===== src/rtl/rrqs_pkg.sv =====
`default_nettype none

package rrqs_pkg;

	localparam int TASK_SLOTS = 16;
	localparam int SLOT_W     = (TASK_SLOTS > 1) ? $clog2(TASK_SLOTS) : 1;
	localparam int CNT_W      = $clog2(TASK_SLOTS + 1);
	localparam int IN_SLOT_W  = 4;
	localparam int IDX_W      = 4;
	localparam int MODE_W     = 2;
	localparam int QUANT_W    = 8;
	localparam int CMP_W      = (CNT_W > IN_SLOT_W) ? CNT_W : IN_SLOT_W;

	localparam logic [QUANT_W-1:0] QUANT_RST  = QUANT_W'(10);
	localparam logic [CNT_W-1:0]   SLOTS_CNT  = CNT_W'(TASK_SLOTS);

	typedef enum logic [MODE_W-1:0] {
		MODE_TICK = 2'd0,
		MODE_ADD  = 2'd1,
		MODE_SET  = 2'd2
	} mode_t;

	typedef enum logic [1:0] {
		ST_IDLE,
		ST_EXEC,
		ST_SCAN,
		ST_RESP
	} state_t;

	typedef struct packed {
		logic [MODE_W-1:0]    mode;
		logic [IN_SLOT_W-1:0] slot;
		logic                 ready_flag;
	} item_t;

	typedef struct packed {
		logic [IDX_W-1:0] task_index;
		logic             dispatched;
		logic             none_ready;
		logic             rejected;
	} res_t;

	function automatic logic [SLOT_W-1:0] next_slot(
		input logic [SLOT_W-1:0] s,
		input logic [CNT_W-1:0]  cnt
	);
		logic [CNT_W-1:0] inc;
		inc = CNT_W'(s) + CNT_W'(1);
		return (inc >= cnt) ? '0 : inc[SLOT_W-1:0];
	endfunction

	function automatic logic [IDX_W-1:0] to_idx(input logic [SLOT_W-1:0] s);
		logic [SLOT_W+IDX_W-1:0] w;
		w = (SLOT_W + IDX_W)'(s);
		return w[IDX_W-1:0];
	endfunction

	function automatic logic [SLOT_W-1:0] to_addr(input logic [IN_SLOT_W-1:0] s);
		logic [SLOT_W+IN_SLOT_W-1:0] w;
		w = (SLOT_W + IN_SLOT_W)'(s);
		return w[SLOT_W-1:0];
	endfunction

endpackage

`default_nettype wire


===== src/rtl/rrqs_ram.sv =====
`default_nettype none

module rrqs_ram #(
	parameter int WIDTH = 1,
	parameter int DEPTH = 16
) (
	input  wire logic                     clk,
	input  wire logic                     we,
	input  wire logic [$clog2(DEPTH)-1:0] waddr,
	input  wire logic [WIDTH-1:0]         wdata,
	input  wire logic [$clog2(DEPTH)-1:0] raddr,
	output logic      [WIDTH-1:0]         rdata
);

	logic [WIDTH-1:0] mem_q [DEPTH];

	always_ff @(posedge clk) begin
		if (we) begin
			mem_q[waddr] <= wdata;
		end
		rdata <= mem_q[raddr];
	end

endmodule

`default_nettype wire


===== src/rtl/rrqs_ctrl.sv =====
`default_nettype none

module rrqs_ctrl (
	input  wire logic                          clk,
	input  wire logic                          arst_n,
	input  wire logic                          in_valid,
	output logic                               in_ready,
	input  wire rrqs_pkg::item_t               item,
	input  wire logic [rrqs_pkg::QUANT_W-1:0]  quantum,
	output logic                               res_valid,
	input  wire logic                          res_ready,
	output rrqs_pkg::res_t                     res
);

	rrqs_pkg::state_t state_q, state_d;

	logic [rrqs_pkg::MODE_W-1:0]    mode_q;
	logic [rrqs_pkg::IN_SLOT_W-1:0] slot_q;
	logic                           flag_q;
	logic [rrqs_pkg::CNT_W-1:0]     count_q, count_d;
	logic [rrqs_pkg::SLOT_W-1:0]    cur_q, cur_d;
	logic [rrqs_pkg::QUANT_W-1:0]   ticks_q, ticks_d;
	logic [rrqs_pkg::SLOT_W-1:0]    scan_q, scan_d;
	logic [rrqs_pkg::CNT_W-1:0]     iss_q, iss_d;
	logic [rrqs_pkg::CNT_W-1:0]     chk_q, chk_d;
	logic                           pend_s1, pend_d;
	logic [rrqs_pkg::SLOT_W-1:0]    addr_s1;
	rrqs_pkg::res_t                 res_q, res_d;

	logic                           ram_we;
	logic [rrqs_pkg::SLOT_W-1:0]    ram_waddr;
	logic                           ram_wdata;
	logic                           ram_rdata;
	logic [rrqs_pkg::SLOT_W-1:0]    start_slot;

	rrqs_ram #(
		.WIDTH(1),
		.DEPTH(rrqs_pkg::TASK_SLOTS)
	) u_ready_ram (
		.clk   (clk),
		.we    (ram_we),
		.waddr (ram_waddr),
		.wdata (ram_wdata),
		.raddr (scan_q),
		.rdata (ram_rdata)
	);

	always_ff @(posedge clk or negedge arst_n) begin
		if (!arst_n) begin
			state_q <= rrqs_pkg::ST_IDLE;
			count_q <= '0;
			cur_q   <= '0;
			ticks_q <= rrqs_pkg::QUANT_RST;
			pend_s1 <= 1'b0;
		end else begin
			state_q <= state_d;
			count_q <= count_d;
			cur_q   <= cur_d;
			ticks_q <= ticks_d;
			pend_s1 <= pend_d;
		end
	end

	always_ff @(posedge clk) begin
		if (in_valid && in_ready) begin
			mode_q <= item.mode;
			slot_q <= item.slot;
			flag_q <= item.ready_flag;
		end
		scan_q  <= scan_d;
		iss_q   <= iss_d;
		chk_q   <= chk_d;
		addr_s1 <= scan_q;
		res_q   <= res_d;
	end

	always_comb begin
		state_d    = state_q;
		count_d    = count_q;
		cur_d      = cur_q;
		ticks_d    = ticks_q;
		scan_d     = scan_q;
		iss_d      = iss_q;
		chk_d      = chk_q;
		pend_d     = 1'b0;
		res_d      = res_q;
		ram_we     = 1'b0;
		ram_waddr  = count_q[rrqs_pkg::SLOT_W-1:0];
		ram_wdata  = flag_q;
		start_slot = cur_q;
		in_ready   = 1'b0;
		res_valid  = 1'b0;

		case (state_q)
			rrqs_pkg::ST_IDLE: begin
				in_ready = 1'b1;
				if (in_valid) begin
					state_d = rrqs_pkg::ST_EXEC;
				end
			end
			rrqs_pkg::ST_EXEC: begin
				res_d   = '0;
				state_d = rrqs_pkg::ST_RESP;
				case (mode_q)
					rrqs_pkg::MODE_TICK: begin
						if (count_q != '0) begin
							if (ticks_q <= rrqs_pkg::QUANT_W'(1)) begin
								ticks_d    = quantum;
								start_slot = rrqs_pkg::next_slot(cur_q, count_q);
							end else begin
								ticks_d = ticks_q - rrqs_pkg::QUANT_W'(1);
							end
							cur_d   = start_slot;
							scan_d  = start_slot;
							iss_d   = '0;
							chk_d   = '0;
							state_d = rrqs_pkg::ST_SCAN;
						end
					end
					rrqs_pkg::MODE_ADD: begin
						if (count_q < rrqs_pkg::SLOTS_CNT) begin
							ram_we           = 1'b1;
							res_d.task_index = rrqs_pkg::to_idx(count_q[rrqs_pkg::SLOT_W-1:0]);
							count_d          = count_q + rrqs_pkg::CNT_W'(1);
						end else begin
							res_d.rejected = 1'b1;
						end
					end
					rrqs_pkg::MODE_SET: begin
						res_d.task_index = rrqs_pkg::IDX_W'(slot_q);
						ram_waddr        = rrqs_pkg::to_addr(slot_q);
						if (rrqs_pkg::CMP_W'(slot_q) < rrqs_pkg::CMP_W'(count_q)) begin
							ram_we = 1'b1;
						end else begin
							res_d.rejected = 1'b1;
						end
					end
					default: begin
					end
				endcase
			end
			rrqs_pkg::ST_SCAN: begin
				if (iss_q < count_q) begin
					pend_d = 1'b1;
					scan_d = rrqs_pkg::next_slot(scan_q, count_q);
					iss_d  = iss_q + rrqs_pkg::CNT_W'(1);
				end
				if (pend_s1) begin
					chk_d = chk_q + rrqs_pkg::CNT_W'(1);
					if (ram_rdata) begin
						cur_d            = addr_s1;
						res_d.task_index = rrqs_pkg::to_idx(addr_s1);
						res_d.dispatched = 1'b1;
						pend_d           = 1'b0;
						state_d          = rrqs_pkg::ST_RESP;
					end else if (chk_q + rrqs_pkg::CNT_W'(1) == count_q) begin
						res_d.task_index = rrqs_pkg::to_idx(cur_q);
						res_d.none_ready = 1'b1;
						pend_d           = 1'b0;
						state_d          = rrqs_pkg::ST_RESP;
					end
				end
			end
			rrqs_pkg::ST_RESP: begin
				res_valid = 1'b1;
				if (res_ready) begin
					state_d = rrqs_pkg::ST_IDLE;
				end
			end
			default: begin
				state_d = rrqs_pkg::ST_IDLE;
			end
		endcase
	end

	assign res = res_q;

endmodule

`default_nettype wire


===== src/rtl/round_robin_quantum_scheduler.sv =====
// Round-robin time-slice scheduler over a table of task slots.
// Input channel (in_valid/in_ready, mode, slot, ready_flag): one item per
// transfer; tick, add task or set a slot's ready flag. Each item yields one
// result on the output channel (out_valid/out_ready, task_index, dispatched,
// none_ready, rejected).
// Config channel (cfg_valid/cfg_ready, quantum_ticks) loads the quantum;
// cfg_ready is always high; a new quantum applies at the next reload.
// Add and set pass ST_EXEC and ST_RESP, then enter the output register.
// A tick scans the ready-flag RAM one slot per cycle (one read port,
// registered read) in ST_SCAN until the first ready slot is found or all
// task_count slots have been checked, then the result goes to ST_RESP.
// One item is in flight at a time; in_ready returns once the result has
// moved into the output register, so the next item is taken while that
// result still waits for out_ready.
// Reset: table empty, current slot 0, countdown and quantum 10; the slot
// RAM needs no clearing since only slots below the task count are read.
// A stalled receiver holds the output register; a further result waits in
// the controller and no new input is taken until it moves on.
`default_nettype none

module round_robin_quantum_scheduler (
	input  wire logic                                clk,
	input  wire logic                                arst_n,
	input  wire logic                                in_valid,
	output logic                                     in_ready,
	input  wire logic [rrqs_pkg::MODE_W-1:0]         mode,
	input  wire logic [rrqs_pkg::IN_SLOT_W-1:0]      slot,
	input  wire logic                                ready_flag,
	output logic                                     out_valid,
	input  wire logic                                out_ready,
	output logic [rrqs_pkg::IDX_W-1:0]               task_index,
	output logic                                     dispatched,
	output logic                                     none_ready,
	output logic                                     rejected,
	input  wire logic                                cfg_valid,
	output logic                                     cfg_ready,
	input  wire logic [rrqs_pkg::QUANT_W-1:0]        quantum_ticks
);

	logic [rrqs_pkg::QUANT_W-1:0] quantum_q;
	rrqs_pkg::item_t              item;
	rrqs_pkg::res_t               res;
	rrqs_pkg::res_t               out_q;
	logic                         out_valid_q;
	logic                         res_valid;
	logic                         res_ready;

	assign cfg_ready = 1'b1;

	always_ff @(posedge clk or negedge arst_n) begin
		if (!arst_n) begin
			quantum_q <= rrqs_pkg::QUANT_RST;
		end else if (cfg_valid && cfg_ready) begin
			quantum_q <= quantum_ticks;
		end
	end

	assign item.mode       = mode;
	assign item.slot       = slot;
	assign item.ready_flag = ready_flag;

	rrqs_ctrl u_ctrl (
		.clk       (clk),
		.arst_n    (arst_n),
		.in_valid  (in_valid),
		.in_ready  (in_ready),
		.item      (item),
		.quantum   (quantum_q),
		.res_valid (res_valid),
		.res_ready (res_ready),
		.res       (res)
	);

	assign res_ready = !out_valid_q || out_ready;

	always_ff @(posedge clk or negedge arst_n) begin
		if (!arst_n) begin
			out_valid_q <= 1'b0;
		end else if (res_ready) begin
			out_valid_q <= res_valid;
		end
	end

	always_ff @(posedge clk) begin
		if (res_valid && res_ready) begin
			out_q <= res;
		end
	end

	assign out_valid  = out_valid_q;
	assign task_index = out_q.task_index;
	assign dispatched = out_q.dispatched;
	assign none_ready = out_q.none_ready;
	assign rejected   = out_q.rejected;

	a_one_in_flight: assert property (@(posedge clk) disable iff (!arst_n)
		in_valid && in_ready |=> !in_ready)
		else $error("input taken while an item is in flight");

	a_flags_exclusive: assert property (@(posedge clk) disable iff (!arst_n)
		out_valid |-> $onehot0({dispatched, none_ready, rejected}))
		else $error("more than one result flag set");

	a_result_lands: assert property (@(posedge clk) disable iff (!arst_n)
		res_valid && res_ready |=> out_valid && !res_valid)
		else $error("result transfer lost or repeated");

endmodule

`default_nettype wire


===== config.mk =====
export PLATFORM = sky130hd
export DESIGN_NAME = round_robin_quantum_scheduler
export DESIGN_NICKNAME = d
export VERILOG_FILES = /design/src/rtl/rrqs_pkg.sv /design/src/rtl/rrqs_ram.sv /design/src/rtl/rrqs_ctrl.sv /design/src/rtl/round_robin_quantum_scheduler.sv
export SDC_FILE = /design/constraint.sdc
export NUM_CORES = 1
export LEC_CHECK = 0
export BUFFER_PORTS_ARGS = -buffer_cell sky130_fd_sc_hd__buf_2
export CAP_MARGIN = 5
export CELL_PAD_IN_SITES_DETAIL_PLACEMENT = 0
export CELL_PAD_IN_SITES_GLOBAL_PLACEMENT = 1
export CORE_UTILIZATION = 53
export CTS_CLUSTER_DIAMETER = 150
export DETAILED_ROUTE_END_ITERATION = 16
export PLACE_DENSITY = 0.91
export SETUP_SLACK_MARGIN = 0.4
export SKIP_CTS_REPAIR_TIMING = 1
export SLEW_MARGIN = 20
export SYNTH_ARGS = -nofsm -noshare
export SYNTH_HDL_FRONTEND = slang
export SYNTH_SLANG_ARGS = --single-unit

===== constraint.sdc =====
create_clock -name clk -period 3.5 [get_ports clk]
set_input_delay 0.875 -clock clk [delete_from_list [all_inputs] [get_ports clk]]
set_output_delay 0.875 -clock clk [all_outputs]
set_load 0.02 [all_outputs]

==> results of run 1 <==
cells by family (layout without fill, tap and decap cells):
logic type                 after synthesis  after routing  synth area share [%]
AOI/OAI and AO/OA                       87             87                  13.6
xor gates and xnor gates                17             17                  3.28
adders and majority gates               32             32                  8.81
buffers and inverters                   38             70                  3.22
DFF                                     85             85                  52.0
muxes                                   19             19                  6.03
other                                    1              1                0.0825
and+or+nand+nor                        117            117                  13.0
state kept, by name, indices dropped and copies added (netlist names):
register and cells:
dispatched 1, none_ready 1, out_valid 1, quantum_q 8
rejected 1, task_index 4, u_ctrl.addr_s1 4, u_ctrl.chk_q 5
u_ctrl.count_q 5, u_ctrl.cur_q 4, u_ctrl.flag_q 1, u_ctrl.iss_q 5
u_ctrl.mode_q 2, u_ctrl.pend_s1 1, u_ctrl.res 7, u_ctrl.scan_q 4
u_ctrl.slot_q 4, u_ctrl.state_q 2, u_ctrl.ticks_q 8, u_ctrl.u_ready_ram.mem_q 16
u_ctrl.u_ready_ram.rdata 1
through the flow:
step	hold WS (ns)	cells
after CTS	0.426	533
final	0.424	533
after global routing	0.441	533
after global placement	0.403	517
after floorplan	0.400	396
after detailed placement	0.405	517
cell usage after synthesis, drive strengths merged, types with 3 or more instances:
library cell	n	share of area (%)
a21o	7	1.2
a21oi	15	1.7
a22o	12	2.3
a2bb2oi	3	0.58
a31oi	5	0.69
and2	13	1.8
and3	3	0.41
clkbuf	12	0.99
dfrtp	25	14
dfstp	4	2.3
dfxtp	5	2.2
edfxtp	51	34
ha	32	8.8
inv	25	2.1
mux2	14	3.6
mux4	5	2.5
nand2	24	2.0
nand2b	9	1.2
nand3	9	0.99
nor2	29	2.4
nor2b	8	1.1
nor3	10	1.1
nor3b	4	0.66
o21ai	20	2.2
o221ai	4	0.77
o22ai	3	0.41
or3	3	0.52
xnor2	12	2.3
xor2	5	0.96
report_power, final:
group	leakage (nW)	switching [mW]	internal (mW)	total (mW)
Clock	0.0976	0.352	0.347	0.700
Combinational	1.02	1.03	0.799	1.83
Sequential	0.870	0.355	1.50	1.86
worst paths after layout:
path	to	depth (start not counted)	slack (ns)
max reg2reg	u_ctrl.scan_q[2]	7	0.89
max in group asynchronous	u_ctrl.count_q[3]	1	2.48
max	u_ctrl.scan_q[2]	7	0.89
min	none_ready	0	0.42
min reg2reg	none_ready	0	0.42
min in group asynchronous	u_ctrl.pend_s1	1	0.57
worst max-delay path: stages (launching register included):
cell	delay, ns
sky130_fd_sc_hd__dfrtp_1	0.50
sky130_fd_sc_hd__inv_1	0.20
sky130_fd_sc_hd__ha_1	0.31
sky130_fd_sc_hd__a21o_1	0.15
sky130_fd_sc_hd__a21o_1	0.17
sky130_fd_sc_hd__a21oi_1	0.14
sky130_fd_sc_hd__o21ai_0	0.11
sky130_fd_sc_hd__a21oi_1	0.66
layout make-up:
| cell class | instances | area share [%] |
|---|---|---|
| sequential | 85 | 47.5 |
| multi-input combinational | 273 | 41.0 |
| timing repair buffer | 29 | 2.97 |
| clock buffer | 10 | 2.77 |
| tap | 105 | 2.64 |
| inverter | 25 | 1.89 |
| clock inverter | 6 | 1.26 |
per-layer routing:
metal,GRT usage (%),share of wire [%],vias up
li1,-,-,1503
met1,29.0,46,1519
met2,38.6,49,70
met3,3.22,2.8,15
met4,7.83,1.6,0
met5,0,0,-
==> metrics list, run 1 <==
- Run status: finished clean
- Most frequent cells in the layout: sky130_fd_sc_hd__edfxtp_1 (51), sky130_fd_sc_hd__ha_1 (32), sky130_fd_sc_hd__nor2_1 (29)
* Max VDD drop: 0.341 mV
- Average size of a mapped cell: 11.5 µm²
* Critical path startpoint category: flop
- Setup slack on the critical path of the routed design comes to 0.887 ns.
* Area of combinational cells with multiple inputs: 0.00204 mm²
* CTS HTree Levels: 3
* Final critical path time including I/O delays and setup: 2.61 ns
- Counting flops and latches in the post-synthesis netlist gives 85.
* Number of enable flip-flop cells after synthesis: 51
- Ys flop type: sky130_fd_sc_hd__edfxtp_1
- Start-to-end type of the worst setup path: reg2reg
- The floorplan step defined a die boundary enclosing 0.00895 mm².
* Number of warnings issued by yosys: 0
* Cell area after placement: 0.00477 mm²
* Commonest non-fill, non-tap cell in the layout: sky130_fd_sc_hd__edfxtp_1
- Post-placement setup slack: 0.882 ns
- Min-Delay Startpoint: u_ctrl.res[1]
* Number of nets with antenna violations after routing: 0
- I/O pin count: 30
- No sink is reached through more buffers than the 2 on the longest clock path.
- The number of nets handed over by synthesis was 448.
- The filler cells instantiated in the layout total 689.
* Count of vias placed by the detailed router: 3,107
* Summed instance area of the synthesized netlist: 0.00454 mm²
* Pwr Total: 4.38 mW
- Timing would allow up to 383 MHz.
* TritonCTS clock tree: done
* Endpoint arrival time on the critical path: 2.59 ns
- After floorplanning, the core was sized to cover 0.00826 mm².
- After routing the design area is 0.00497 mm².
- Compared with the post-synthesis result, the final layout area differs by 9.39%.
- Pre-antenna DRT Iters: 4
- Kind of capture point of the worst setup path: flop
- Actual slew at the worst max-slew pin: 0.791 ns
- Num CTS Buffers: 9
- In this run the critical register-to-register path is launched from u_ctrl.count_q[1].
- Remaining Overflow, GRT: 0
- Final core utilization: 60.2%
- Synth async-reset ratio: 34.1%
- Measured along the x axis, the die boundary spans 94.6 µm.
- Input/output buffers: 28
- Share of cells above drive strength 1: 16.4%
- The tree is rooted in a sky130_fd_sc_hd__clkbuf_8.
- Worst Clk Skew: 0.0116 ns
* Final setup vio count: 0
- Die boundary height: 94.6 µm
* Final RePlAce weighted congestion: 0.813
- Number of distinct library cells after synthesis: 55
- In the routed layout, each cell is associated on average with a via count of 5.83.
- Max-cap violations in this run came to 0.
- After the first detailed-routing iteration, the DRC count stood at 166.
- Initial antenna violation count: 0
* Maximum number of pins on one net before global-route repair: 30
- Seq. cell area: 0.00236 mm²
- After detailed routing, the number of remaining DRC violations is 0.
- Critical path fanouts, max: 9
* Post-detailed-route wirelength per cell: 17.1 µm
- Final routed wirelength across all metal layers: 9.09 mm
- Hpwl dp: 6.80 mm
- Seq/Total Area, Yosys: 52.0%
* Diode count: 0
- Leakage component of the power: 1.99 nW
* Row count: 33
- Cell area power density: 882 mW/mm²
- Clock input transition at the sequential cells of the worst setup and hold paths: 0.09 ns
- Setup repair after global routing left no endpoint under its margin.
- Post-synthesis cell count: 396
- Worst min path class: reg2reg
- The number of global-route vias before repair was 3,131.
- The first global-routing pass estimated 15.0 mm of wire.
* Worst skew pair latency: 0.35 ns
- Starting density of the core: 55.0%
- Fraction of the cycle the final worst path needs: 74.6%
- At the end of the flow, the number of nets in the layout was 475.
- CTS saw 85 sinks.
- Max-Slew Margin vs Limit: 47.3%
- Overall routing resource usage: 22.4%
- Final hold violation count: 0
* Launch point of the worst path: u_ctrl.count_q[1]
- Max-slew violation count: 0
- Summed over all failing endpoints, the final setup total negative slack is 0 ns.
* Required arrival time at the worst endpoint: 3.48 ns
No activity file was read; power rests on OpenSTA's default activity.
==> run 2: changes to the inputs <==
CORE_UTILIZATION = 49   (was 53)
PLACE_DENSITY = 0.86   (was 0.91)
clock period = 2.67 ns   (was 3.5 ns; I/O delays follow)
==> run 2 against run 1 <==
  * The run now ends with design-rule violations left
  * Worst setup slack got worse by 0.53 ns
  * Register-to-register slack got worse by 0.53 ns
  * Combinational power increased by 60%
  * Clock power increased by 36%
  * Critical path type unchanged
  * Highest routed layer unchanged
==> metrics list, run 2 (same netlist as run 1, synthesis figures left out) <==
- The total DRC errors in the routed layout was 4 (was 0).
- The clock tree from TritonCTS was done (unchanged).
* Input/output buffers: 28 (unchanged)
- The setup TNS was 0 ns (unchanged).
- Final worst hold slack: 0.342 ns (was 0.424 ns)
- Setup repair after global routing missed its margin: true (was false)
* Horizontal die dimension: 98.3 µm (was 94.6 µm)
- Number of violations of the max-capacitance limit: 0 (unchanged)
- Count of clock tree sinks: 85 (unchanged)
- The global placement routability congestion is 0.857 (was 0.813).
- Worst min path class: in2async (was reg2reg)
- The minimum clock period after layout was 2.31 ns (was 2.61 ns).
- Highest clock rate: 432 MHz (was 383 MHz)
* Die boundary height: 98.3 µm (was 94.6 µm)
* Critical path fanouts, max: 4 (was 9)
* Share of cells above drive strength 1: 27.0% (was 16.4%)
* Area of combinational cells with multiple inputs: 0.00217 mm² (was 0.00204 mm²)
- Run status: finished with violations (was finished clean).
* Most frequent cells in the layout: sky130_fd_sc_hd__edfxtp_1 (51), sky130_fd_sc_hd__nor2_1 (28), sky130_fd_sc_hd__ha_1 (28), sky130_fd_sc_hd__buf_2 (28), sky130_fd_sc_hd__buf_4 (24) (was sky130_fd_sc_hd__edfxtp_1 (51), sky130_fd_sc_hd__ha_1 (32), sky130_fd_sc_hd__nor2_1 (29))
- Clock Root Buffer: sky130_fd_sc_hd__clkbuf_8 (unchanged)
* Final setup vio count: 0 (unchanged)
* Commonest non-fill, non-tap cell in the layout: sky130_fd_sc_hd__edfxtp_1 (unchanged)
- Fraction of the cycle the final worst path needs: 86.6% (was 74.6%)
- The post-route non-filler standard cell count is 560 (was 533).
- Initial antenna violation count: 0 (unchanged)
* Endpoint arrival time on the critical path: 2.56 ns (was 2.59 ns)
- Final routed wirelength across all metal layers: 9.30 mm (was 9.09 mm)
* Pre-antenna DRT Iters: 10 (was 4)
- The transition time at the pin with the least slew margin is 0.699 ns (was 0.791 ns).
- The reported leakage power came to 2.13 nW (was 1.99 nW).
- The number of rows in the core area is 34 (was 33).
- Max-Slew Margin vs Limit: 53.4% (was 47.3%)
- The number of buffers on the longest clock path was 2 (unchanged).
* Core outline area: 0.00885 mm² (was 0.00826 mm²)
* Area added between synthesis and finish: 17.3% (was 9.39%)
* Max VDD drop: 0.457 mV (was 0.341 mV)
* Registers with the most flip-flops: u_ctrl.u_ready_ram.mem_q: 16 flops, quantum_q: 8 flops, u_ctrl.ticks_q: 8 flops (unchanged)
* CTS HTree Levels: 3 (unchanged)
- The ratio of routed vias to standard cells is 5.64 (was 5.83).
* Final core utilization: 60.2% (about the same)
- The maximum number of pins on one net before global-route repair is 30 (unchanged).
- The placed cell count came to 528 (was 517).
- The first-iteration detailed-routing DRC count came to 134 (was 166).
- The residual antenna-violating net count after detailed routing was 0 (unchanged).
- The detailed-route wire length per cell came to 16.6 µm (was 17.1 µm).
- Net count reported at finish: 499 (was 475)
- Count of vias placed by the detailed router: 3,160 (was 3,107)
- The largest register by flop count is u_ctrl.u_ready_ram.mem_q (unchanged).
- Start-to-end type of the worst setup path: reg2reg (unchanged)
* Fill cells: 725 (was 689)
- Remaining Overflow, GRT: 0 (unchanged)
- The launching element type of the critical path is a flop (unchanged).
- The number of top-level pins was 30 (unchanged).
- The worst-case clock skew came to 0.0116 ns (about the same).
* Kind of capture point of the worst setup path: flop (unchanged)
* Diode count: 0 (unchanged)
* Launch point of the worst path: u_ctrl.chk_q[1] (was u_ctrl.count_q[1])
- Cell area power density: 1160 mW/mm² (was 882 mW/mm²)
- Floorplan die area: 0.00966 mm² (was 0.00895 mm²)
- Vias in the first global route: 3,059 (was 3,131)
- The clock-pin slew of the registers on the worst-case setup and hold paths is 0.09 ns (about the same).
* Overall routing resource usage: 20.0% (was 22.4%)
- The starting density of the core is 51.4% (was 55.0%).
- The number of buffers inserted during clock tree synthesis was 9 (unchanged).
- The number of hold violations in the final report was 0 (unchanged).
- Max-slew violation count: 0 (unchanged)
- The checks that failed: design-rule violations.
- Hpwl dp: 6.57 mm (was 6.80 mm)
* Critical R2R Launch: u_ctrl.chk_q[1] (was u_ctrl.count_q[1])
- The latest clock arrival within the worst-skew pair is 0.36 ns (was 0.35 ns).
- The area taken by flip-flops and latches was 0.00237 mm² (was 0.00236 mm²).
* Required arrival time at the worst endpoint: 2.92 ns (was 3.48 ns)
* First-pass GRT wire length: 14.9 mm (was 15.0 mm)
* Number of flip-flops under the largest register name: 16 (unchanged)
## run 2: worst paths after layout
| check | slack (ns) | cells past startpoint | endpoint |
|---|---|---|---|
| worst max register to register | 0.36 | 7 | u_ctrl.state_q[1] |
| max in group asynchronous | 1.82 | 1 | u_ctrl.count_q[4] |
| worst max-delay path | 0.36 | 7 | u_ctrl.state_q[1] |
| worst min register to register | 0.42 | 0 | dispatched |
| min in group clk | 0.42 | 0 | dispatched |
| worst min-delay path | 0.34 | 1 | u_ctrl.pend_s1 |
## run 2: through the flow
stage	area (µm²)	setup slack [ns]	power, mW
floorplan	4560	0.444	4.20
global placement	4850	0.370	4.84
detailed placement	4850	0.277	4.93
CTS	5060	0.277	5.90
global route	5330	0.308	6.65
finish	5330	0.358	6.21
## run 2: power breakdown
part           switching (mW)  internal [mW]  total, mW
Clock                   0.473          0.483      0.955
Combinational            1.60           1.32       2.92
Sequential              0.363           1.97       2.33
Total                    2.44           3.77       6.21
## run 2: cell type report
cell class                      count  area share [%]
Sequential cell                    85            44.4
Clock inverter                      3           0.399
Tap cell                          108            2.54
Timing Repair Buffer               53            6.39
Multi-Input combinational cell    273            40.7
Inverter                           25            1.97
Clock buffer                       13            3.59
## run 2: per-layer routing
layer / track usage [%] / routed length (µm) / share of wire [%] / up-vias
met5: 0 / 0 / 0 / -
li1: - / - / - / 1545
met2: 33.2 / 4670 / 50 / 70
met4: 7.92 / 145 / 1.6 / 0
met1: 26.0 / 4140 / 45 / 1531
met3: 3.72 / 341 / 3.7 / 14
## run 2: worst max-delay path, cell delays in order, from the launching register on
cell and delay [ns]:
sky130_fd_sc_hd__edfxtp_1 0.41, sky130_fd_sc_hd__ha_4 0.17, sky130_fd_sc_hd__nand3_2 0.09, sky130_fd_sc_hd__or3_4 0.36, sky130_fd_sc_hd__a2111oi_4 0.45, sky130_fd_sc_hd__a21oi_2 0.14, sky130_fd_sc_hd__a211o_1 0.30, sky130_fd_sc_hd__mux2_4 0.30
==> run 3: changes to the inputs <==
==> constraint.sdc (replaced) <==
create_clock -name clk -period 2.67 [get_ports clk]
set_input_delay 0.1335 -clock clk [delete_from_list [all_inputs] [get_ports clk]]
set_output_delay 0.1335 -clock clk [all_outputs]
set_load 0.02 [all_outputs]
==> run 3 against run 2 <==
  * The flow still finishes with violations (design-rule violations)
  * Register-to-register slack hardly changed
  * Total power hardly changed
  * Worst setup slack worse by 0.00051 ns
  * Critical path depth stayed put
  * Count of clock-buffer cells in the layout stayed put
==> metrics list, run 3 (same netlist as run 1, synthesis figures left out) <==
* Run status: finished with violations (unchanged)
- Violations in the final reports: design-rule violations (unchanged).
- Required arrival time at the worst endpoint: 2.92 ns (about the same)
- The number of buffers inserted during clock tree synthesis came to 9 (unchanged).
- The maximum number of pins on one net before global-route repair came to 30 (unchanged).
* Cell Chain, Critical Path: ha_4 -> nand3_2 -> or3_4 -> a2111oi_4 -> a21oi_2 -> a211o_1 -> mux2_4 (unchanged)
- Input/output buffers: 28 (unchanged)
- The number of inserted diodes came to 0 (unchanged).
* Min setup slack post-route: 0.357 ns (was 0.358 ns)
- Via density per instance: 5.59 (was 5.64)
* Worst Reg-to-Reg Cells: 7 (unchanged)
- The chip height was 98.3 µm (unchanged).
- Number of nets with antenna violations after routing: 0 (unchanged)
- The initial antenna violation count came to 0 (unchanged).
- TritonCTS clock tree: done (unchanged)
- Launch point of the worst path: u_ctrl.chk_q[1] (unchanged)
* Registers with the most flip-flops: u_ctrl.u_ready_ram.mem_q: 16 flops, quantum_q: 8 flops, u_ctrl.ticks_q: 8 flops (unchanged)
* Share of cells above drive strength 1: 26.4% (was 27.0%)
- The number of rows in the core area is 34 (unchanged).
- The first-pass GRT wire length is 14.9 mm (unchanged).
* Fraction of the cycle the final worst path needs: 86.6% (about the same)
* Final setup vio count: 0 (unchanged)
- Count of vias placed by the detailed router: 3,187 (was 3,160)
* Number of placed cells counting well taps: 528 (unchanged)
- Clock Root Buffer: sky130_fd_sc_hd__clkbuf_8 (unchanged)
* Switching fraction of total power: 39.2% (was 39.3%)
* Crit path capture: u_ctrl.state_q[1] (unchanged)
- The highest attainable clock frequency is 432 MHz (about the same).
- The power per cell area was 1140 mW/mm² (was 1160 mW/mm²).
- Top register by number of flip-flops: u_ctrl.u_ready_ram.mem_q (unchanged)
* Post-route standard cell area excluding fillers: 0.00543 mm² (was 0.00533 mm²)
- The part of the power in combinational logic came to 47.1% (was 47.0%).
- Max-slew violation count: 0 (unchanged)
- Final RePlAce weighted congestion: 0.857 (unchanged)
- The highest signal layer in the routed design is met4 (unchanged).
- The total DRC errors in the routed layout came to 3 (was 4).
* Final critical path time including I/O delays and setup: 2.31 ns (about the same)
- Kind of capture point of the worst setup path: flop (unchanged)
* Endpoint arrival time on the critical path: 2.56 ns (about the same)
* Actual slew at the worst max-slew pin: 0.703 ns (was 0.699 ns)
- Fin Setup TNS: 0 ns (unchanged)
- Area added between synthesis and finish: 19.5% (was 17.3%)
- The slack of the worst reg-to-reg path was 0.36 ns (about the same).
- The first-iteration detailed-routing DRC count was 146 (was 134).
- The clock-pin slew of the registers on the worst-case setup and hold paths was 0.09 ns (about the same).
* Cell class contributing the biggest share of worst-path delay: compound AO/OA/AOI/OAI gates (unchanged)
* Max-Slew Margin vs Limit: 53.1% (was 53.4%)
- The worst-case clock skew came to 0.00822 ns (was 0.0116 ns).
- Wire length on met2: 4.67 mm (about the same)
* Number of violations of the max-capacitance limit: 0 (unchanged)
- The placement-stage cell area was 0.00485 mm² (unchanged).
- Most frequent cells in the layout: sky130_fd_sc_hd__edfxtp_1 (51), sky130_fd_sc_hd__nor2_1 (28), sky130_fd_sc_hd__ha_1 (28), sky130_fd_sc_hd__buf_2 (28), sky130_fd_sc_hd__buf_4 (24) (unchanged)
* I/O pin count: 30 (unchanged)
- Worst min path class: in2reg (was in2async)
- The number of clock sinks seen by CTS came to 85 (unchanged).
- Switching pwr: 2.43 mW (was 2.44 mW)
- Routed met1 length: 4.08 mm (was 4.14 mm)
* Setup repair after global routing missed its margin: true (unchanged)
- Hpwl dp: 6.57 mm (unchanged)
- The detailed-route wire length per cell came to 16.4 µm (was 16.6 µm).
- Pre-antenna DRT Iters: 13 (was 10)
- Worst skew pair latency: 0.36 ns (about the same)
* Final routed wirelength across all metal layers: 9.34 mm (was 9.30 mm)
* Maximum root-to-sink buffer count: 2 (unchanged)
- The area of the core region was 0.00885 mm² (unchanged).
- Leakage component of the power: 2.17 nW (was 2.13 nW)
- Overall routing resource usage: 20.0% (unchanged)
- Count of placed standard cells in the final layout, fillers left out: 570 (was 560)
- The start of the worst register-to-register path was u_ctrl.chk_q[1] (unchanged).
- Metal3 WL: 441 µm (was 341 µm)
* Vias in the first global route: 3,059 (unchanged)
- CTS HTree Levels: 3 (unchanged)
- Horizontal die dimension: 98.3 µm (unchanged)
* Number of flip-flops under the largest register name: 16 (unchanged)
* Floorplan die area: 0.00966 mm² (unchanged)
- Proportion of power drawn by flip-flops and latches: 37.6% (about the same)
- The starting density of the core came to 51.4% (unchanged).
- Final core utilization: 61.4% (was 60.2%)
- Max VDD drop: 0.451 mV (was 0.457 mV)
- The endpoint of the worst register-to-register path was u_ctrl.state_q[1] (unchanged).
- The worst setup timing slack at the placement stage is 0.277 ns (unchanged).
- Remaining Overflow, GRT: 0 (unchanged)
- The total stage count of the critical path came to 7 (unchanged).
- Fill cells: 711 (was 725)
- Start-to-end type of the worst setup path: reg2reg (unchanged)
- The number of hold violations in the final report is 0 (unchanged).
* Power share of the clock group: 15.4% (about the same)
* Critical path fanouts, max: 4 (unchanged)
* Internal Dissipation: 3.78 mW (was 3.77 mW)
- The count of buffering cells on the critical path with inverters included is 0 (unchanged).
* Net count reported at finish: 509 (was 499)
* Highest cell delay on the worst timing path: 0.45 ns (about the same)
- The most common cell after layout, fill and taps aside was sky130_fd_sc_hd__edfxtp_1 (unchanged).
* Highest-delay cell along the critical path: sky130_fd_sc_hd__a2111oi_4 (unchanged)
- Critical path startpoint category: flop (unchanged)
-- run 3: cell count changes in the layout (fill, tap and decap cells not counted) --
cell                            change
sky130_fd_sc_hd__dlygate4sd3_1     +10
-- run 3: how the worst min path moves through the flow --
stage / from / end / cells past startpoint
after CTS: arst_n / out_valid / 1
after global routing: quantum_ticks[1] / quantum_q[1] / 2
final: quantum_ticks[5] / quantum_q[5] / 2
after global placement: arst_n / out_valid / 1
after detailed placement: arst_n / out_valid / 1
after floorplan: arst_n / out_valid / 0
-- run 3: through the flow --
step                      power [mW]  hold WS, ns
final                           6.21      0.00355
after global routing            6.66      0.00417
after CTS                       5.90       -0.173
after detailed placement        4.93        0.219
after global placement          4.84        0.214
after floorplan                 4.20       -0.162
-- run 3: power groups by stage --
stage | logic (mW) | clock network, mW | registers (mW)
floorplan | 1.90 | 0 | 2.30
detailed placement | 2.59 | 0 | 2.35
CTS | 2.60 | 0.981 | 2.32
finish | 2.92 | 0.953 | 2.33
global placement | 2.51 | 0 | 2.33
global route | 3.25 | 1.02 | 2.38
-- run 3: cell type report --
cell class / instances / area [µm²] / share of cell area, %
Clock buffer: 13 / 191 / 3.53
Clock inverter: 3 / 21.3 / 0.392
Inverter: 25 / 105 / 1.94
Multi-Input combinational cell: 273 / 2170 / 39.9
Sequential cell: 85 / 2370 / 43.6
Tap cell: 108 / 135 / 2.49
Timing Repair Buffer: 63 / 440 / 8.11
-- run 3: worst register-to-register path, stage by stage, from the launching register on --
cell                        delay [ns]
sky130_fd_sc_hd__edfxtp_1         0.41
sky130_fd_sc_hd__ha_4             0.17
sky130_fd_sc_hd__nand3_2          0.09
sky130_fd_sc_hd__or3_4            0.36
sky130_fd_sc_hd__a2111oi_4        0.45
sky130_fd_sc_hd__a21oi_2          0.14
sky130_fd_sc_hd__a211o_1          0.30
sky130_fd_sc_hd__mux2_4           0.30
-- run 3: per-layer routing --
layer	vias up	GRT usage [%]
li1	1568	-
met1	1530	26.0
met2	75	33.2
met3	14	3.72
met4	0	7.92
met5	-	0
